<file path="config.mk">
export PLATFORM = sky130hd
export DESIGN_NAME = ima_adpcm_block_encoder
export DESIGN_NICKNAME = d
export VERILOG_FILES = /design/src/rtl/iab_pkg.sv /design/src/rtl/ima_adpcm_block_encoder.sv /design/src/rtl/iab_fifo.sv /design/src/rtl/iab_front.sv /design/src/rtl/iab_back.sv
export SDC_FILE = /design/constraint.sdc
export NUM_CORES = 1
export LEC_CHECK = 0
export BUFFER_PORTS_ARGS = -buffer_cell sky130_fd_sc_hd__buf_4
export CAP_MARGIN = 20
export CORE_MARGIN = 2
export CORE_UTILIZATION = 55
export CTS_CLUSTER_DIAMETER = 150
export DETAILED_ROUTE_END_ITERATION = 6
export PLACE_DENSITY = 0.72
export SLEW_MARGIN = 25
export SYNTH_ARGS = -nofsm -noshare
export SYNTH_HDL_FRONTEND = slang
export SYNTH_SLANG_ARGS = --single-unit
</file>
<file path="constraint.sdc">
create_clock -name clk -period 23.5 [get_ports clk]
set_input_delay 2.35 -clock clk [delete_from_list [all_inputs] [get_ports clk]]
set_output_delay 2.35 -clock clk [all_outputs]
set_load 0.01 [all_outputs]
</file>
<file path="src/rtl/iab_pkg.sv">
// Shared types, constants and step-size table for the IMA-ADPCM block encoder.
package iab_pkg;

  localparam int SAMPLE_W          = 16;
  localparam int CFG_W             = 13;
  localparam int MAX_BLOCK_LEN_DEF = 4096;
  localparam int STEP_TABLE_LEN    = 89;
  localparam int QUEUE_DEPTH_DEF   = 4;

  localparam logic [CFG_W-1:0] BLOCK_LEN_RESET = 13'd128;
  localparam logic [6:0]       STEP_MAX        = 7'(STEP_TABLE_LEN - 1);

  localparam logic [14:0] STEP_SIZES [STEP_TABLE_LEN] = '{
    15'd7,     15'd8,     15'd9,     15'd10,    15'd11,    15'd12,    15'd13,
    15'd14,    15'd16,    15'd17,    15'd19,    15'd21,    15'd23,    15'd25,
    15'd28,    15'd31,    15'd34,    15'd37,    15'd41,    15'd45,    15'd50,
    15'd55,    15'd60,    15'd66,    15'd73,    15'd80,    15'd88,    15'd97,
    15'd107,   15'd118,   15'd130,   15'd143,   15'd157,   15'd173,   15'd190,
    15'd209,   15'd230,   15'd253,   15'd279,   15'd307,   15'd337,   15'd371,
    15'd408,   15'd449,   15'd494,   15'd544,   15'd598,   15'd658,   15'd724,
    15'd796,   15'd876,   15'd963,   15'd1060,  15'd1166,  15'd1282,  15'd1411,
    15'd1552,  15'd1707,  15'd1878,  15'd2066,  15'd2272,  15'd2499,  15'd2749,
    15'd3024,  15'd3327,  15'd3660,  15'd4026,  15'd4428,  15'd4871,  15'd5358,
    15'd5894,  15'd6484,  15'd7132,  15'd7845,  15'd8630,  15'd9493,  15'd10442,
    15'd11487, 15'd12635, 15'd13899, 15'd15289, 15'd16818, 15'd18500, 15'd20350,
    15'd22385, 15'd24623, 15'd27086, 15'd29794, 15'd32767
  };

  // How the back end treats an item
  typedef enum logic [1:0] {
    KIND_HEADER,  // raw sample, two bytes plus step index
    KIND_SOLO,    // code alone in the low nibble
    KIND_HOLD,    // code kept for the next byte
    KIND_PAIR     // code in the high nibble over the held one
  } kind_t;

  typedef enum logic [1:0] {
    PH_FIRST,
    PH_SECOND,
    PH_THIRD
  } phase_t;

  typedef struct packed {
    logic signed [SAMPLE_W-1:0] sample;
    kind_t                      kind;
    logic                       block_end;
  } mid_item_t;

  typedef struct packed {
    logic [7:0] out_byte;
    logic       run_last;
    logic       block_end;
  } out_item_t;

  function automatic logic [14:0] step_size(input logic [6:0] idx);
    logic [14:0] val;
    val = 15'd32767;
    if (idx <= STEP_MAX) begin
      val = STEP_SIZES[idx];
    end
    return val;
  endfunction

endpackage

</file>
<file path="src/rtl/ima_adpcm_block_encoder.sv">
// Top level of the IMA-ADPCM block encoder.
//
//   channel       handshake                    payload
//   samples in    push / full                  sample
//   bytes out     pop / empty                  out_byte, run_last, block_end
//   block length  block_length_valid / _ready  block_length
//
// In the back end a header sample is sent one byte per phase; a code sample first
// takes magnitude and step lookup, then is quantised and updates the predictor.
// That predictor/step-index loop in the back end sets the sustained rate.
// Reset is synchronous and clears both queues, position, predictor and step index.
// Samples are taken while the inner queue has room; a full output queue stalls
// only the back end.
module ima_adpcm_block_encoder #(
  parameter int MAX_BLOCK_LEN = iab_pkg::MAX_BLOCK_LEN_DEF
) (
  input  logic                                clk,
  input  logic                                rst,
  input  logic                                push,
  input  logic signed [iab_pkg::SAMPLE_W-1:0] sample,
  output logic                                full,
  input  logic                                pop,
  output logic                                empty,
  output logic [7:0]                          out_byte,
  output logic                                run_last,
  output logic                                block_end,
  input  logic                                block_length_valid,
  output logic                                block_length_ready,
  input  logic [iab_pkg::CFG_W-1:0]           block_length
);
  import iab_pkg::*;

  localparam int MID_W = $bits(mid_item_t);
  localparam int OUT_W = $bits(out_item_t);

  logic             mid_push;
  mid_item_t        mid_din;
  logic             mid_full;
  logic             mid_pop;
  logic [MID_W-1:0] mid_dout_bits;
  mid_item_t        mid_dout;
  logic             mid_empty;
  logic             out_push;
  out_item_t        out_din;
  logic             out_full;
  logic [OUT_W-1:0] out_dout_bits;
  out_item_t        out_dout;

  iab_front #(
    .MAX_BLOCK_LEN(MAX_BLOCK_LEN)
  ) u_front (
    .clk      (clk),
    .rst      (rst),
    .cfg_valid(block_length_valid),
    .cfg_data (block_length),
    .cfg_ready(block_length_ready),
    .push     (push),
    .sample   (sample),
    .full     (full),
    .mid_push (mid_push),
    .mid_din  (mid_din),
    .mid_full (mid_full)
  );

  iab_fifo #(
    .WIDTH(MID_W),
    .DEPTH(QUEUE_DEPTH_DEF)
  ) u_mid_q (
    .clk  (clk),
    .rst  (rst),
    .push (mid_push),
    .din  (mid_din),
    .full (mid_full),
    .pop  (mid_pop),
    .dout (mid_dout_bits),
    .empty(mid_empty)
  );

  assign mid_dout = mid_item_t'(mid_dout_bits);

  iab_back u_back (
    .clk      (clk),
    .rst      (rst),
    .mid_dout (mid_dout),
    .mid_empty(mid_empty),
    .mid_pop  (mid_pop),
    .out_push (out_push),
    .out_din  (out_din),
    .out_full (out_full)
  );

  iab_fifo #(
    .WIDTH(OUT_W),
    .DEPTH(QUEUE_DEPTH_DEF)
  ) u_out_q (
    .clk  (clk),
    .rst  (rst),
    .push (out_push),
    .din  (out_din),
    .full (out_full),
    .pop  (pop),
    .dout (out_dout_bits),
    .empty(empty)
  );

  assign out_dout  = out_item_t'(out_dout_bits);
  assign out_byte  = out_dout.out_byte;
  assign run_last  = out_dout.run_last;
  assign block_end = out_dout.block_end;

endmodule

</file>
<file path="src/rtl/iab_fifo.sv">
// Small first-in first-out queue used between the encoder stages.
module iab_fifo #(
  parameter int WIDTH = 8,
  parameter int DEPTH = 4
) (
  input  logic             clk,
  input  logic             rst,
  input  logic             push,
  input  logic [WIDTH-1:0] din,
  output logic             full,
  input  logic             pop,
  output logic [WIDTH-1:0] dout,
  output logic             empty
);

  localparam int AW = (DEPTH > 1) ? $clog2(DEPTH) : 1;

  logic [WIDTH-1:0] mem [DEPTH];
  logic [AW-1:0]    wr_ptr;
  logic [AW-1:0]    rd_ptr;
  logic [AW:0]      count;
  logic             do_push;
  logic             do_pop;

  assign full    = (count == (AW+1)'(DEPTH));
  assign empty   = (count == '0);
  assign do_push = push && !full;
  assign do_pop  = pop && !empty;
  assign dout    = mem[rd_ptr];

  always_ff @(posedge clk) begin
    if (do_push) begin
      mem[wr_ptr] <= din;
    end
  end

  always_ff @(posedge clk) begin
    if (rst) begin
      wr_ptr <= '0;
      rd_ptr <= '0;
      count  <= '0;
    end else begin
      if (do_push) begin
        wr_ptr <= (wr_ptr == AW'(DEPTH - 1)) ? '0 : wr_ptr + AW'(1);
      end
      if (do_pop) begin
        rd_ptr <= (rd_ptr == AW'(DEPTH - 1)) ? '0 : rd_ptr + AW'(1);
      end
      if (do_push && !do_pop) begin
        count <= count + (AW+1)'(1);
      end else if (do_pop && !do_push) begin
        count <= count - (AW+1)'(1);
      end
    end
  end

endmodule

</file>
<file path="src/rtl/iab_front.sv">
// Front end: block length register, sample position tracking and item classification.
module iab_front #(
  parameter int MAX_BLOCK_LEN = iab_pkg::MAX_BLOCK_LEN_DEF
) (
  input  logic                                   clk,
  input  logic                                   rst,
  input  logic                                   cfg_valid,
  input  logic [iab_pkg::CFG_W-1:0]              cfg_data,
  output logic                                   cfg_ready,
  input  logic                                   push,
  input  logic signed [iab_pkg::SAMPLE_W-1:0]    sample,
  output logic                                   full,
  output logic                                   mid_push,
  output iab_pkg::mid_item_t                     mid_din,
  input  logic                                   mid_full
);
  import iab_pkg::*;

  localparam int PW = $clog2(MAX_BLOCK_LEN);
  localparam int LW = $clog2(MAX_BLOCK_LEN + 1);
  localparam int EW = (LW > CFG_W) ? LW : CFG_W;

  logic [CFG_W-1:0] blen;
  logic [PW-1:0]    pos;
  logic [PW-1:0]    pos_next;
  logic [EW-1:0]    blen_x;
  logic [EW-1:0]    eff;
  logic [EW:0]      pos_plus;
  logic             last;
  logic             accept;

  assign cfg_ready = 1'b1;
  assign full      = mid_full;
  assign accept    = push && !mid_full;
  assign mid_push  = accept;

  always_ff @(posedge clk) begin
    if (rst) begin
      blen <= BLOCK_LEN_RESET;
    end else if (cfg_valid && cfg_ready) begin
      blen <= cfg_data;
    end
  end

  always_comb begin
    blen_x   = EW'(blen);
    if (blen_x < EW'(2)) begin
      eff = EW'(2);
    end else if (blen_x > EW'(MAX_BLOCK_LEN)) begin
      eff = EW'(MAX_BLOCK_LEN);
    end else begin
      eff = blen_x;
    end
    pos_plus = (EW+1)'(pos) + (EW+1)'(1);
    last     = (pos_plus >= {1'b0, eff});
    pos_next = last ? '0 : PW'(pos_plus);
  end

  always_comb begin
    mid_din.sample    = sample;
    mid_din.block_end = last;
    if (pos == '0) begin
      mid_din.kind      = KIND_HEADER;
      mid_din.block_end = 1'b0;
    end else if (pos == PW'(1)) begin
      mid_din.kind = KIND_SOLO;
    end else if (!pos[0]) begin
      mid_din.kind = last ? KIND_SOLO : KIND_HOLD;
    end else begin
      mid_din.kind = KIND_PAIR;
    end
  end

  always_ff @(posedge clk) begin
    if (rst) begin
      pos <= '0;
    end else if (accept) begin
      pos <= pos_next;
    end
  end

endmodule

</file>
<file path="src/rtl/iab_back.sv">
// Back end: ADPCM quantiser, predictor and step index state, and byte packing.
module iab_back (
  input  logic               clk,
  input  logic               rst,
  input  iab_pkg::mid_item_t mid_dout,
  input  logic               mid_empty,
  output logic               mid_pop,
  output logic               out_push,
  output iab_pkg::out_item_t out_din,
  input  logic               out_full
);
  import iab_pkg::*;

  phase_t             phase;
  phase_t             phase_next;
  logic               cur_valid;
  mid_item_t          cur;
  logic [15:0]        mag;
  logic               neg;
  logic [14:0]        step;
  logic signed [15:0] pred;
  logic [6:0]         step_pos;
  logic [3:0]         held;

  logic               finish;
  logic               take;
  logic               prep;
  logic               commit;
  logic               seed;

  logic signed [16:0] diff;
  logic [16:0]        d1;
  logic [16:0]        d2;
  logic [14:0]        st1;
  logic [14:0]        st2;
  logic               b2;
  logic               b1;
  logic               b0;
  logic [15:0]        vpdiff;
  logic [3:0]         code;
  logic signed [17:0] pred_sum;
  logic signed [15:0] pred_new;
  logic [7:0]         sp_up;
  logic [6:0]         sp_new;

  // Quantiser, three successive approximation steps
  always_comb begin
    diff   = 17'(cur.sample) - 17'(pred);
    st1    = step >> 1;
    st2    = step >> 2;
    b2     = ({1'b0, mag} >= 17'(step));
    d1     = b2 ? {1'b0, mag} - 17'(step) : {1'b0, mag};
    b1     = (d1 >= 17'(st1));
    d2     = b1 ? d1 - 17'(st1) : d1;
    b0     = (d2 >= 17'(st2));
    vpdiff = 16'(step >> 3) + (b2 ? 16'(step) : 16'd0) + (b1 ? 16'(st1) : 16'd0)
           + (b0 ? 16'(st2) : 16'd0);
    code   = {neg, b2, b1, b0};
    pred_sum = neg ? 18'(pred) - 18'(vpdiff) : 18'(pred) + 18'(vpdiff);
    if (pred_sum > 18'sd32767) begin
      pred_new = 16'sh7FFF;
    end else if (pred_sum < -18'sd32768) begin
      pred_new = 16'sh8000;
    end else begin
      pred_new = 16'(pred_sum);
    end
    sp_up = {1'b0, step_pos} + {5'd0, code[1:0], 1'b0} + 8'd2;
    if (!code[2]) begin
      sp_new = (step_pos == '0) ? '0 : step_pos - 7'd1;
    end else if (sp_up > {1'b0, STEP_MAX}) begin
      sp_new = STEP_MAX;
    end else begin
      sp_new = 7'(sp_up);
    end
  end

  always_comb begin
    phase_next = phase;
    finish     = 1'b0;
    prep       = 1'b0;
    commit     = 1'b0;
    seed       = 1'b0;
    out_push   = 1'b0;
    out_din    = '{out_byte: 8'd0, run_last: 1'b0, block_end: 1'b0};
    if (cur_valid) begin
      if (cur.kind == KIND_HEADER) begin
        if (!out_full) begin
          out_push = 1'b1;
          unique case (phase)
            PH_FIRST: begin
              out_din.out_byte = cur.sample[7:0];
              phase_next       = PH_SECOND;
            end
            PH_SECOND: begin
              out_din.out_byte = cur.sample[15:8];
              phase_next       = PH_THIRD;
            end
            PH_THIRD: begin
              out_din.out_byte = {1'b0, step_pos};
              out_din.run_last = 1'b1;
              seed             = 1'b1;
              finish           = 1'b1;
              phase_next       = PH_FIRST;
            end
            default: begin
              out_push   = 1'b0;
              phase_next = PH_FIRST;
            end
          endcase
        end
      end else if (phase == PH_FIRST) begin
        prep       = 1'b1;
        phase_next = PH_SECOND;
      end else if (cur.kind == KIND_HOLD || !out_full) begin
        commit     = 1'b1;
        finish     = 1'b1;
        phase_next = PH_FIRST;
        out_push   = (cur.kind != KIND_HOLD);
        out_din.run_last  = 1'b1;
        out_din.block_end = cur.block_end;
        out_din.out_byte  = (cur.kind == KIND_PAIR) ? {code, held} : {4'd0, code};
      end
    end
  end

  assign take    = !cur_valid || finish;
  assign mid_pop = take && !mid_empty;

  always_ff @(posedge clk) begin
    if (rst) begin
      phase <= PH_FIRST;
    end else begin
      phase <= phase_next;
    end
  end

  always_ff @(posedge clk) begin
    if (rst) begin
      cur_valid <= 1'b0;
      pred      <= '0;
      step_pos  <= '0;
      held      <= '0;
    end else begin
      if (take) begin
        cur_valid <= !mid_empty;
      end
      if (seed) begin
        pred <= cur.sample;
      end else if (commit) begin
        pred     <= pred_new;
        step_pos <= sp_new;
        if (cur.kind == KIND_HOLD) begin
          held <= code;
        end
      end
    end
  end

  always_ff @(posedge clk) begin
    if (mid_pop) begin
      cur <= mid_dout;
    end
    if (prep) begin
      neg  <= diff[16];
      mag  <= diff[16] ? 16'(-diff) : 16'(diff);
      step <= step_size(step_pos);
    end
  end

  a_step_range: assert property (@(posedge clk) disable iff (rst)
    step_pos <= STEP_MAX)
    else $error("step index beyond table");

  a_end_is_last: assert property (@(posedge clk) disable iff (rst)
    out_push && out_din.block_end |-> out_din.run_last)
    else $error("block end on a byte that is not the last of its sample");

  a_code_phases: assert property (@(posedge clk) disable iff (rst)
    cur_valid && cur.kind != KIND_HEADER |-> phase != PH_THIRD)
    else $error("code item reached header-only phase");

  a_hold_silent: assert property (@(posedge clk) disable iff (rst)
    commit && cur.kind == KIND_HOLD |-> !out_push)
    else $error("held nibble emitted a byte");

endmodule

</file>
==> flow_metrics.env <==
export IMPL_status="complete, but fails checks"
export IMPL_violations="DRC"
export IMPL_grt_pass1_wl_mm=71.5
export IMPL_setup_slack_ps=8800
export IMPL_synth_top_area_share_pct=28.3
export IMPL_synth_edf_count=167
export IMPL_via_count=14372
export IMPL_cts_tree="done"
export IMPL_critPathLaunchType="flop"
export IMPL_htree_levels=1
export IMPL_syn_to_final_growth_pct=8.31
export IMPL_grt_max_degree=75
export IMPL_period_share_pct=62.6
export IMPL_clkTransAtPathRegs_ps=70
export IMPL_syn_nets=2102
export IMPL_final_setup_viol_count=0
export IMPL_antenna_found_initial=0
export IMPL_viasPerCell=6.21
export IMPL_finClkSkew_ps=11.8
export IMPL_synth_seq_area_share_pct=36.3
export IMPL_synthMuxAreaShare_pct=6.39
export IMPL_synth_seq_cells=238
export IMPL_async_flop_share_pct=0
export IMPL_rows=65
export IMPL_synth_cells=1893
export IMPL_worst_ep_required_time_ps=23940
export IMPL_ys_flop_type="edfxtp_1"
export IMPL_layout_nets=2102
export IMPL_grt_overflow=0
export IMPL_drcViolationCount=3
export IMPL_drtIter0Drc=1218
export IMPL_synth_xor_area_share_pct=4.84
export IMPL_drt_pass1_iterations=7
export IMPL_dp_hpwl_mm=32.5
export IMPL_dp_cells=2268
export IMPL_cts_num_sinks=238
export IMPL_hold_viol_final=0
export IMPL_core_sq_um=31600
export IMPL_synth_top_family_by_area="compound AO/OA/AOI/OAI gates"
export IMPL_synthAdderAreaFrac_pct=13.7
export IMPL_cts_resized=0
export IMPL_synth_avg_cell_area_sq_um=9.38
export IMPL_max_stage_delay_ps=870
export IMPL_rrSetupSlack_ps=8800
export IMPL_yosys_area_top_type="edfxtp_1"
export IMPL_hold_class="reg -> reg"
export IMPL_ioPinCount=47
export IMPL_drv_slew=0
export IMPL_critPathKind="reg -> reg"
export IMPL_synth_warnings=0
export IMPL_die_area_sq_um=33700
export IMPL_portBuffers=45
export IMPL_insertion_delay_ps=530
export IMPL_gp_congestion=0.929
export IMPL_post_drt_wl_per_cell_microns=18.9
export IMPL_drive_gt1_share_pct=9.10
export IMPL_worstSetupEndpointType="flop"
export IMPL_dpl_worst_slack_ps=8950
export IMPL_stdcell_count=2314
export IMPL_tns_ps=0
export IMPL_die_h_microns=184
export IMPL_grt_total_usage_pct=26.1
export IMPL_ys_types=89
export IMPL_slowest_stage="nor3_2"
export IMPL_post_cts_buffers=0
export IMPL_detail_route_antenna_nets=0
export IMPL_start_util_pct=56.1
export IMPL_numCtsBuffers=25
export IMPL_cts_hold_buf=0
export IMPL_holdPathStages=2
export IMPL_antenna_cells=0
export IMPL_reg2reg_depth=54
export IMPL_wl_mm=43.7
export IMPL_critical_path_most_common_cell="ha_1"
export IMPL_synth_area_leaders="edfxtp_1, ha_1, dfxtp_1"
export IMPL_rsz0062_at_grt="no"
export IMPL_tightestPinTransition_ps=1000
export IMPL_drv_cap=0
export IMPL_path_max_fanout=35
export IMPL_max_freq_mhz=68.0
export IMPL_grt_pass1_vias=13898
export IMPL_synth_simple_area_share_pct=15.7
export IMPL_slew_headroom_pct=32.9
export IMPL_clock_tree_root_cell="clkbuf_16"
export IMPL_clock_path_buffers=3
export IMPL_die_w_microns=184
export IMPL_period_needed_ps=14700
export IMPL_synth_compound_area_share_pct=18.8
export IMPL_cp_arrival_ps=15140
export IMPL_synth_area_sq_um=17700
routing by layer:
metal | GRT usage (%) | routed length (microns) | vias to the layer above | part of all wire, %
li1 | - | - | 6938 | -
met1 | 35.6 | 19100 | 6816 | 44
met2 | 44.1 | 20700 | 520 | 47
met3 | 2.67 | 2440 | 98 | 5.6
met4 | 7.97 | 1380 | 0 | 3.2
met5 | 0 | 0 | - | 0
layout make-up:
class | count | area, sq um
clock buffers | 26 | 629
clock inverters | 20 | 230
fillers | 2587 | 12400
inverters | 113 | 424
multi-input cells | 1458 | 10600
flip-flops and latches | 238 | 6440
well taps | 402 | 503
repair buffers | 57 | 428
cell usage after synthesis, types with 20 or more instances:
| cell | count |
|---|---|
| xor2_1 | 38 |
| nor2_1 | 210 |
| o22ai_1 | 23 |
| nor2b_1 | 21 |
| a21o_1 | 35 |
| edfxtp_1 | 167 |
| inv_1 | 108 |
| nand3_1 | 44 |
| mux2i_1 | 38 |
| fa_1 | 32 |
| clkbuf_1 | 57 |
| nor3_1 | 40 |
| a21oi_1 | 143 |
| xnor2_1 | 60 |
| a211oi_1 | 38 |
| dfxtp_1 | 71 |
| buf_1 | 21 |
| nand2_1 | 149 |
| nand2b_1 | 25 |
| ha_1 | 143 |
| o21ai_0 | 109 |
| mux4_2 | 31 |
| o211ai_1 | 20 |
cells by family after synthesis:
logic type / count (synthesis)
AND/OR/NAND/NOR: 595
AO/OA/AOI/OAI: 515
flip-flops: 238
buffers and inverters: 197
adder cells (fa/ha/maj): 175
XOR/XNOR: 98
multiplexers: 74
other: 1
cell usage in the layout (no fill, tap or decap), types with 17 or more instances in the layout:
cell / Yosys / routed
a21oi_1: 143 / 142
o211ai_1: 20 / 20
nor2_1: 210 / 210
nand3_1: 44 / 44
mux2i_1: 38 / 38
nand2_1: 149 / 149
mux4_2: 31 / 31
fa_1: 32 / 32
inv_1: 108 / 108
o21ai_0: 109 / 109
a211oi_1: 38 / 38
buf_4: 1 / 57
and2_1: 17 / 17
xnor2_1: 60 / 60
o22ai_1: 23 / 23
o21a_1: 17 / 17
edfxtp_1: 167 / 167
ha_1: 143 / 143
nand2b_1: 25 / 25
or3_1: 17 / 17
a21o_1: 35 / 35
a31oi_1: 19 / 19
dfxtp_1: 71 / 68
nor3_1: 40 / 40
clkbuf_16: 0 / 25
nor2b_1: 21 / 21
xor2_1: 38 / 38
metrics by stage:
stage	util [%]	hold slack, ps	cell area, sq um
finish	60.8	499	19200
global route	60.8	516	19200
CTS	60.8	498	19200
detailed placement	58.0	489	18400
global placement	58.0	477	18400
floorplan	-	460	17700
path summary, 6_finish.rpt:
check / from / to
setup / recovery: u_back.step[4]$_SDFFCE_PN1P_ / u_back.pred[9]$_SDFFE_PP0P_
hold / removal: u_back.held[2]$_SDFFE_PP0P_ / u_back.held[2]$_SDFFE_PP0P_
setup reg to reg: u_back.step[4]$_SDFFCE_PN1P_ / u_back.pred[9]$_SDFFE_PP0P_
hold reg to reg: u_back.held[2]$_SDFFE_PP0P_ / u_back.held[2]$_SDFFE_PP0P_
sequential cells by signal (all words and copies together) (netlist names), 2 cells and up, named ones only:
signal,cells
u_back.step,15
u_front.pos,12
u_back.held,4
u_mid_q.wr_ptr,2
u_out_q.count,3
u_back.mag,16
u_mid_q.rd_ptr,2
u_mid_q.mem,76
u_back.phase,2
u_out_q.rd_ptr,2
u_mid_q.count,3
u_front.blen,13
u_back.step_pos,7
u_back.cur,19
u_out_q.wr_ptr,2
u_back.pred,16
u_out_q.mem,40
worst max-delay path: cells and delay by family, from the launching register on:
family                   cells  cell delay, ps
XOR/XNOR                     2             410
multiplexers                 2             800
adder cells (fa/ha/maj)      8            3010
buffers and inverters        5             880
AND/OR/NAND/NOR             16            4020
AO/OA/AOI/OAI               21            5100
flip-flops                   1             370
Power is left out: the tool's default activity adds up to more than one toggle a clock period on the data nets, which glitch-free logic cannot reach.
